## src/design/mga_pkg.sv

```systemverilog
// ---------------------------------------------------------------------------
// mga_pkg
// Shared widths, register codes and beat types for the Mycielski graph
// adjacency block.
// ---------------------------------------------------------------------------
package mga_pkg;

   // default ceiling on the constructed graph's vertex count
   localparam int MAX_VERTICES_DEFAULT = 1024;

   // field widths
   localparam int VTX_W     = 10;
   localparam int CFG_W     = 10;
   localparam int CSR_IDX_W = 2;

   // register indexes
   localparam logic [CSR_IDX_W-1:0] CSR_CLIQUE_SIZE      = 2'd0;
   localparam logic [CSR_IDX_W-1:0] CSR_CHROMATIC_NUMBER = 2'd1;

   // query beat
   typedef struct packed {
      logic [VTX_W-1:0] row_vertex;
      logic [VTX_W-1:0] col_vertex;
   } req_type;

   // answer beat
   typedef struct packed {
      logic adjacent;
      logic in_range;
   } rsp_type;

   // per-item status carried down the level pipeline
   typedef struct packed {
      logic done;      // answer already settled
      logic adjacent;  // settled answer
      logic in_range;  // query valid for the configured graph
   } flags_type;

endpackage

```

## src/design/mga_level.sv

```systemverilog
// ---------------------------------------------------------------------------
// mga_level
// One level of the Mycielski descent as a pipeline stage: resolves hub and
// shadow-pair cases, or folds shadow vertices onto their originals.
// ---------------------------------------------------------------------------
module mga_level #(
   parameter int VW = 11
) (
   input  logic                clock,
   input  logic                reset,
   // upstream side
   input  logic                up_valid,
   output logic                up_ready,
   input  logic [VW-1:0]       up_a,
   input  logic [VW-1:0]       up_b,
   input  mga_pkg::flags_type  up_flags,
   // level description
   input  logic                active,
   input  logic [VW-1:0]       half,
   // downstream side
   output logic                dn_valid,
   input  logic                dn_ready,
   output logic [VW-1:0]       dn_a,
   output logic [VW-1:0]       dn_b,
   output mga_pkg::flags_type  dn_flags
);

   logic               valid_ff;
   logic [VW-1:0]      a_ff, b_ff, a_in, b_in;
   mga_pkg::flags_type flags_ff, flags_in;
   logic [VW-1:0]      hub;
   logic               sa, sb;

   // hub of this level sits at twice the lower half size
   assign hub = {half[VW-2:0], 1'b0};
   assign sa  = (up_a >= half);
   assign sb  = (up_b >= half);

   // one descent step
   always_comb begin
      a_in     = up_a;
      b_in     = up_b;
      flags_in = up_flags;
      if (active && !up_flags.done) begin
         if (up_a == hub) begin
            flags_in.done     = 1'b1;
            flags_in.adjacent = sb && (up_b < hub);
         end else if (up_b == hub) begin
            flags_in.done     = 1'b1;
            flags_in.adjacent = sa && (up_a < hub);
         end else if (sa && sb) begin
            flags_in.done     = 1'b1;
            flags_in.adjacent = 1'b0;
         end else begin
            if (sa) a_in = up_a - half;
            if (sb) b_in = up_b - half;
         end
      end
   end

   assign up_ready = !valid_ff || dn_ready;

   // stage register
   always_ff @(posedge clock) begin
      if (reset) begin
         valid_ff <= 1'b0;
      end else if (up_ready) begin
         valid_ff <= up_valid;
      end
      if (up_ready) begin
         a_ff     <= a_in;
         b_ff     <= b_in;
         flags_ff <= flags_in;
      end
   end

   assign dn_valid = valid_ff;
   assign dn_a     = a_ff;
   assign dn_b     = b_ff;
   assign dn_flags = flags_ff;

   // a settled answer passes through untouched
   a_done_holds: assert property (@(posedge clock) disable iff (reset)
      (up_valid && up_ready && up_flags.done) |=> (dn_flags == $past(up_flags)))
      else $error("settled answer altered in level stage");

   // an idle level is a plain delay
   a_idle_pass: assert property (@(posedge clock) disable iff (reset)
      (up_valid && up_ready && !active) |=>
         (dn_a == $past(up_a) && dn_b == $past(up_b) && dn_flags == $past(up_flags)))
      else $error("inactive level changed the beat");

   // an unsettled item leaves the level inside the lower half
   a_fold_range: assert property (@(posedge clock) disable iff (reset)
      (up_valid && up_ready && active && !up_flags.done) |=>
         (dn_flags.done || (dn_a < $past(half) && dn_b < $past(half))))
      else $error("folded index outside lower half");

endmodule

```

## src/design/mycielski_graph_adjacency.sv

```systemverilog
// ---------------------------------------------------------------------------
// mycielski_graph_adjacency
// Adjacency queries on the graph made by iterating the Mycielski
// construction from a complete graph, one query per cycle unless stalled.
// ---------------------------------------------------------------------------
//  channel | ports                         | beat
//  --------+-------------------------------+------------------------------
//  query   | req_valid req_ready req_data  | row_vertex, col_vertex
//  answer  | rsp_valid rsp_ready rsp_data  | adjacent, in_range
//  config  | csr_valid csr_ready csr_index | csr_wdata to register index
//
//  The pipe holds an entry stage, one stage per construction level and an
//  output register; NLEV is 10 at MAX_VERTICES = 1024. A new query is taken
//  every cycle unless the pipe stalls; the level pipeline sets throughput.
//  Reset is synchronous: both registers return to 1 and the pipe empties;
//  req_ready and csr_ready stay low while reset is high.
//  A stall on the answer side backs up stage by stage without loss.
// ---------------------------------------------------------------------------
module mycielski_graph_adjacency #(
   parameter int MAX_VERTICES = mga_pkg::MAX_VERTICES_DEFAULT
) (
   input  logic                                clock,
   input  logic                                reset,
   // query channel
   input  logic                                req_valid,
   output logic                                req_ready,
   input  mga_pkg::req_type                    req_data,
   // answer channel
   output logic                                rsp_valid,
   input  logic                                rsp_ready,
   output mga_pkg::rsp_type                    rsp_data,
   // register writes
   input  logic                                csr_valid,
   output logic                                csr_ready,
   input  logic [mga_pkg::CSR_IDX_W-1:0]       csr_index,
   input  logic [mga_pkg::CFG_W-1:0]           csr_wdata
);

   localparam int VW   = $clog2(MAX_VERTICES + 1);
   localparam int NLEV = $clog2(MAX_VERTICES + 2) - 1;
   localparam int LW   = $clog2(NLEV + 1);
   localparam int PW   = mga_pkg::CFG_W + 1 + NLEV;
   localparam int EW   = (VW > mga_pkg::VTX_W) ? VW : mga_pkg::VTX_W;

   // configuration and derived graph shape
   logic [mga_pkg::CFG_W-1:0] clique_ff, clique_in, chrom_ff, chrom_in;
   logic [mga_pkg::CFG_W-1:0] lev_wide;
   logic [PW-1:0]             prod, total_wide;
   logic                      ok_ff, ok_in;
   logic [VW-1:0]             total_ff, total_in;
   logic [LW-1:0]             lev_ff, lev_in;
   logic [VW-1:0]             half_ff [NLEV];
   logic [VW-1:0]             half_in [NLEV];

   assign csr_ready = !reset;

   // next register values
   always_comb begin
      clique_in = clique_ff;
      chrom_in  = chrom_ff;
      if (csr_valid && csr_ready) begin
         case (csr_index)
            mga_pkg::CSR_CLIQUE_SIZE:      clique_in = csr_wdata;
            mga_pkg::CSR_CHROMATIC_NUMBER: chrom_in  = csr_wdata;
            default: ;
         endcase
      end
   end

   // vertex count after L levels is (clique + 1) * 2^L - 1
   always_comb begin
      lev_wide   = chrom_in - clique_in;
      prod       = PW'({1'b0, clique_in} + 11'd1) << lev_wide[LW-1:0];
      total_wide = prod - PW'(1);
      ok_in      = (chrom_in >= clique_in)
                   && (lev_wide <= mga_pkg::CFG_W'(NLEV))
                   && (total_wide <= PW'(MAX_VERTICES));
      total_in   = VW'(total_wide);
      lev_in     = lev_wide[LW-1:0];
      for (int s = 0; s < NLEV; s++) begin
         half_in[s] = VW'((prod >> (s + 1)) - PW'(1));
      end
   end

   always_ff @(posedge clock) begin
      if (reset) begin
         clique_ff <= mga_pkg::CFG_W'(1);
         chrom_ff  <= mga_pkg::CFG_W'(1);
         ok_ff     <= 1'b1;
         total_ff  <= VW'(1);
         lev_ff    <= '0;
      end else begin
         clique_ff <= clique_in;
         chrom_ff  <= chrom_in;
         ok_ff     <= ok_in;
         total_ff  <= total_in;
         lev_ff    <= lev_in;
      end
      for (int s = 0; s < NLEV; s++) begin
         half_ff[s] <= half_in[s];
      end
   end

   // pipeline wiring: index 0 is the entry stage, index NLEV the last level
   logic               valid_s [NLEV+1];
   logic               ready_s [NLEV+1];
   logic [VW-1:0]      a_s     [NLEV+1];
   logic [VW-1:0]      b_s     [NLEV+1];
   mga_pkg::flags_type flags_s [NLEV+1];

   // entry stage: range check and mirroring
   logic               e_valid_ff;
   logic [VW-1:0]      e_a_ff, e_b_ff, e_a_in, e_b_in;
   mga_pkg::flags_type e_flags_ff, e_flags_in;
   logic [EW-1:0]      row_ext, col_ext, total_ext;

   assign row_ext   = EW'(req_data.row_vertex);
   assign col_ext   = EW'(req_data.col_vertex);
   assign total_ext = EW'(total_ff);

   always_comb begin
      e_flags_in.in_range = ok_ff && (row_ext < total_ext) && (col_ext < total_ext);
      e_flags_in.done     = !e_flags_in.in_range;
      e_flags_in.adjacent = 1'b0;
      e_a_in              = VW'(total_ext - row_ext - EW'(1));
      e_b_in              = VW'(total_ext - col_ext - EW'(1));
   end

   assign req_ready = !reset && (!e_valid_ff || ready_s[0]);

   always_ff @(posedge clock) begin
      if (reset) begin
         e_valid_ff <= 1'b0;
      end else if (req_ready) begin
         e_valid_ff <= req_valid;
      end
      if (req_ready) begin
         e_a_ff     <= e_a_in;
         e_b_ff     <= e_b_in;
         e_flags_ff <= e_flags_in;
      end
   end

   assign valid_s[0] = e_valid_ff;
   assign a_s[0]     = e_a_ff;
   assign b_s[0]     = e_b_ff;
   assign flags_s[0] = e_flags_ff;

   // one stage per construction level, outermost first
   for (genvar s = 0; s < NLEV; s++) begin : g_level
      mga_level #(
         .VW (VW)
      ) u_level (
         .clock    (clock),
         .reset    (reset),
         .up_valid (valid_s[s]),
         .up_ready (ready_s[s]),
         .up_a     (a_s[s]),
         .up_b     (b_s[s]),
         .up_flags (flags_s[s]),
         .active   (LW'(s) < lev_ff),
         .half     (half_ff[s]),
         .dn_valid (valid_s[s+1]),
         .dn_ready (ready_s[s+1]),
         .dn_a     (a_s[s+1]),
         .dn_b     (b_s[s+1]),
         .dn_flags (flags_s[s+1])
      );
   end

   // output register: base case is the complete graph
   logic             out_valid_ff;
   mga_pkg::rsp_type out_ff, out_in;

   always_comb begin
      out_in.in_range = flags_s[NLEV].in_range;
      out_in.adjacent = flags_s[NLEV].done ? flags_s[NLEV].adjacent
                                           : (a_s[NLEV] != b_s[NLEV]);
   end

   assign ready_s[NLEV] = !out_valid_ff || rsp_ready;

   always_ff @(posedge clock) begin
      if (reset) begin
         out_valid_ff <= 1'b0;
      end else if (ready_s[NLEV]) begin
         out_valid_ff <= valid_s[NLEV];
      end
      if (ready_s[NLEV]) begin
         out_ff <= out_in;
      end
   end

   assign rsp_valid = out_valid_ff;
   assign rsp_data  = out_ff;

   // out-of-range answers are never adjacent
   a_range_adj: assert property (@(posedge clock) disable iff (reset)
      (rsp_valid && !rsp_data.in_range) |-> !rsp_data.adjacent)
      else $error("out-of-range answer marked adjacent");

   // a valid graph never needs more levels than the pipe has
   a_lev_fits: assert property (@(posedge clock) disable iff (reset)
      ok_ff |-> (lev_ff <= LW'(NLEV)))
      else $error("level count exceeds pipeline depth");

   // a query on an invalid graph enters already settled as out of range
   a_bad_graph: assert property (@(posedge clock) disable iff (reset)
      (req_valid && req_ready && !ok_ff) |=> (!flags_s[0].in_range && flags_s[0].done))
      else $error("query on invalid graph not flagged");

endmodule
```

## config.mk

```make
export PLATFORM = sky130hd
export DESIGN_NAME = mycielski_graph_adjacency
export DESIGN_NICKNAME = d
export VERILOG_FILES = /design/src/design/mga_pkg.sv /design/src/design/mga_level.sv /design/src/design/mycielski_graph_adjacency.sv
export SDC_FILE = /design/constraint.sdc
export NUM_CORES = 2
export LEC_CHECK = 0
export BUFFER_PORTS_ARGS = -buffer_cell sky130_fd_sc_hd__buf_2
export CORE_UTILIZATION = 66
export CTS_BUF_LIST = sky130_fd_sc_hd__clkbuf_8
export CTS_CLUSTER_SIZE = 25
export DETAILED_ROUTE_END_ITERATION = 6
export PLACE_DENSITY = 0.83
export RECOVER_POWER = 100
export SLEW_MARGIN = 20
export SYNTH_ARGS = -nofsm -noshare
export SYNTH_HDL_FRONTEND = slang
export SYNTH_SLANG_ARGS = --single-unit
```

## constraint.sdc

```tcl
create_clock -name clock -period 9.5 [get_ports clock]
set_input_delay 0.95 -clock clock [delete_from_list [all_inputs] [get_ports clock]]
set_output_delay 0.95 -clock clock [all_outputs]
set_load 0.01 [all_outputs]
```

==> flow_metrics.tcl <==
set metrics [dict create \
    outcome "finished, violations left" \
    violations "design-rule violations, max-capacitance violations, max-slew violations" \
    ys_async_sr_fraction_pct 0 \
    r2r.worst_path.cells 21 \
    worst_hold_path_type "reg2reg" \
    routed_wl_mm 83.6 \
    netlist_area_um2 33600 \
    tns_ps 0 \
    max_stage_delay_ps 1410 \
    postCtsHoldBufs 0 \
    h-tree-depth 3 \
    dpl_worst_slack_ps 1840 \
    worstMarginPinSlew_ps 2000 \
    syn_inst 3601 \
    clock_path_buffers 3 \
    coreArea_um2 50200 \
    grt_pass1_vias 25867 \
    synth.yosys.warnings 0 \
    cp-start-kind "primary input" \
    grt_usage_pct 32.4 \
    ir_drop_mv 0.269 \
    finish.utilization_pct 71.4 \
    grt_pass1_wl_mm 132 \
    insertion_delay_ps 670 \
    synth_seq_area_share_pct 34.1 \
    path_cells "clkbuf_1 > or4b_4 > mux2_1 > ha_1 > o221ai_1 > a21boi_0 > o21ai_0 > nor2_1 > nor3_2 > inv_1 > ha_1 > nand2_1 > o22ai_1 > nand3_1 > nor3_1 > xor2_1 > a2111o_1 > o41ai_1" \
    io_pins 42 \
    antenna_found_initial 2 \
    critPathSlowestCell "clkbuf_1" \
    die_x_um 228 \
    finalPower_mw 14.1 \
    synth_edf_count 276 \
    fin_crit_sh_pct 84.5 \
    clk_pin_slew_ps 70 \
    ctsResizeCount 0 \
    start_util_pct 67.0 \
    fin_crit_ps 8030 \
    grt_max_degree 42 \
    critPathRequiredTime_ps 10050 \
    p_leak_nw 16.1 \
    drc 1 \
    powerDensity_nw_per_um2 392 \
    nNetsFinal 4192 \
    fin_ws_ps 1470 \
    die_area_um2 51800 \
    numCtsBuffers 74 \
    port_buffers 41 \
    path_class "in2reg" \
    route.vias.total 26659 \
    rows 82 \
    cp_max_fo 41 \
    fillers 3788 \
    crit_buf_inv 2 \
    place.gp.congestion 0.953 \
    crit_top_cell "ha_1" \
    cts_sinks 434 \
    slew_headroom_pct -33.2 \
    maxCapViolCount 4 \
    area_growth_pct 6.62 \
    drtPass1Iterations 7 \
    syn_area_per_cell_um2 9.34 \
    rsz0062_at_grt "false" \
    fin_skew_ps 27.6 \
    end_kind "register" \
    min_path_cells 0 \
    hold_violations 0 \
    slew_viol_final 123 \
    drtAntennaViolNets 0 \
    die-height_um 228 \
    yosys_most_used_dff "edfxtp_1" \
    cp.depth 18 \
    detail_route.wl_per_cell_um 19.1 \
    first_iter_violations 2143 \
    root_buffer "clkbuf_8" \
    post_cts_buffers 0 \
    report.final.setup_viol 0 \
    worstPathArrival_ps 8580 \
    grt_overflow_total 0 \
    ys_seq_elements 434 \
    crit_family "compound AO/OA/AOI/OAI gates" \
    cts_tree "built" \
    drive_gt1_share_pct 6.61 \
    dp_hpwl_mm 64.4 \
    via_per_inst 6.09 \
    ys_types 102 \
    fmax_mhz 125 \
    syn-num-nets 4142 \
]
## power by group
part           switching (mW)  total (mW)  internal [mW]
registers               0.735        3.73           3.00
logic                    4.80        8.57           3.77
clock network           0.815        1.76          0.944
total                    6.35        14.1           7.71
## logic make-up (layout without fill, tap and decap cells)
group           Yosys count  count (layout)  synth area share, %
compound gates          873             873                 16.7
fa+ha+maj               504             504                 19.2
flops                   434             434                 34.1
other cells               0               1                    0
mux                      98              98                 3.32
buf+inv                 378             485                 4.33
xor+xnor                254             254                 6.64
simple gates           1060            1060                 15.7
## layout make-up
| class | count | area, um^2 | area share [%] |
|---|---|---|---|
| clock buffers | 82 | 1130 | 3.15 |
| flip-flops and latches | 434 | 11500 | 31.9 |
| inverters | 300 | 1130 | 3.15 |
| multi-input cells | 2789 | 20600 | 57.6 |
| well taps | 672 | 841 | 2.35 |
| diodes | 1 | 2.50 | 0.00698 |
| repair buffers | 52 | 254 | 0.709 |
| clock inverters | 51 | 394 | 1.10 |
## sequential cells by signal, indices dropped and copies added (netlist names)
register / cells
e_flags_ff: 2
e_a_ff: 11
g_level.u_level.dn_valid: 10
g_level.u_level.dn_b: 110
lev_ff: 4
total_ext: 11
rsp_data: 2
g_level.u_level.dn_flags: 30
half_ff: 110
g_level.u_level.dn_a: 110
ok_ff: 1
chrom_ff: 10
rsp_valid: 1
e_valid_ff: 1
clique_ff: 10
e_b_ff: 11
## final timing paths
kind	start	endpoint	slack (ps)
worst min-delay path	g_level[9].u_level.dn_flags[0]	rsp_data[0]	410
worst min register to register	g_level[9].u_level.dn_flags[0]	rsp_data[0]	410
worst max register to register	clique_ff[1]	ok_ff	3290
worst max-delay path	reset	ok_ff	1470
## metrics by stage
| stage | hold WS (ps) | cell area (um^2) | instances |
|---|---|---|---|
| 3_5_place_dp | 407 | 34400 | 4247 |
| 4_1_cts | 416 | 36000 | 4380 |
| 2_1_floorplan | 400 | 33600 | 3601 |
| 6_report | 413 | 35800 | 4381 |
| 5_1_grt | 412 | 35800 | 4381 |
| 3_3_place_gp | 401 | 34400 | 4247 |
## cell usage after synthesis (7+ instances only)
cell        n  area share, %
ha_1      482             18
nand2_1   329            3.7
inv_1     296            3.3
o21ai_0   278            4.1
edfxtp_1  276             25
nor2_1    226            2.5
dfxtp_1   158            9.4
a21oi_1   148            2.2
xnor2_1   148            3.9
a21o_1    108            2.4
xor2_1    105            2.7
nand4_1    96            1.8
nor2b_1    90            1.7
o21a_1     80            1.8
nand2b_1   70            1.3
mux2_2     65            2.2
a21boi_0   58            1.3
clkbuf_1   55           0.61
nor3_1     55           0.82
nand3_1    54           0.80
o31ai_1    49            1.1
mux2i_1    28           0.83
and2_1     26           0.48
o21bai_1   26           0.58
fa_1       22            1.3
a31oi_1    21           0.39
or2_2      17           0.32
nand3b_1   15           0.33
a211oi_1   13           0.29
and3_1     13           0.24
buf_2      13           0.19
nor4_1     13           0.24
o22ai_1    11           0.20
or3_1      10           0.19
nor3b_1     7           0.16
o211ai_1    7           0.16
## worst register-to-register path: stages (launching register included)
cell,delay (ps)
dfxtp_1,720
nand2_1,210
o21ai_0,190
o21ai_0,120
nand2_1,90
ha_1,210
nor2_1,50
mux2i_1,230
a21oi_1,190
nor2_1,710
a21oi_1,80
o32a_1,270
a21o_1,370
inv_1,390
ha_1,410
nand2_1,250
o22ai_1,400
nand3_1,120
nor3_1,240
xor2_1,100
a2111o_1,370
o41ai_1,360
## layout by cell type, fill, tap and decap left out, types with 35 or more instances in the layout
master,netlist,layout
ha_1,482,482
nand2_1,329,329
inv_1,296,318
o21ai_0,278,281
edfxtp_1,276,276
nor2_1,226,227
dfxtp_1,158,158
a21oi_1,148,149
xnor2_1,148,148
a21o_1,108,108
xor2_1,105,105
nand4_1,96,96
nor2b_1,90,90
clkbuf_8,0,82
o21a_1,80,80
nand2b_1,70,70
a21boi_0,58,58
nor3_1,55,55
nand3_1,54,54
o31ai_1,49,50
mux2_2,65,50
buf_2,13,35
## layer usage
| metal | part of all wire, % | routed length (um) | global-route usage, % |
|---|---|---|---|
| met2 | 48 | 39900 | 55.0 |
| met3 | 5.6 | 4650 | 4.46 |
| met4 | 4.1 | 3440 | 14.5 |
| met5 | 0 | 0 | 0 |
| met1 | 43 | 35600 | 41.0 |
Power figures use the tool's default switching activity.
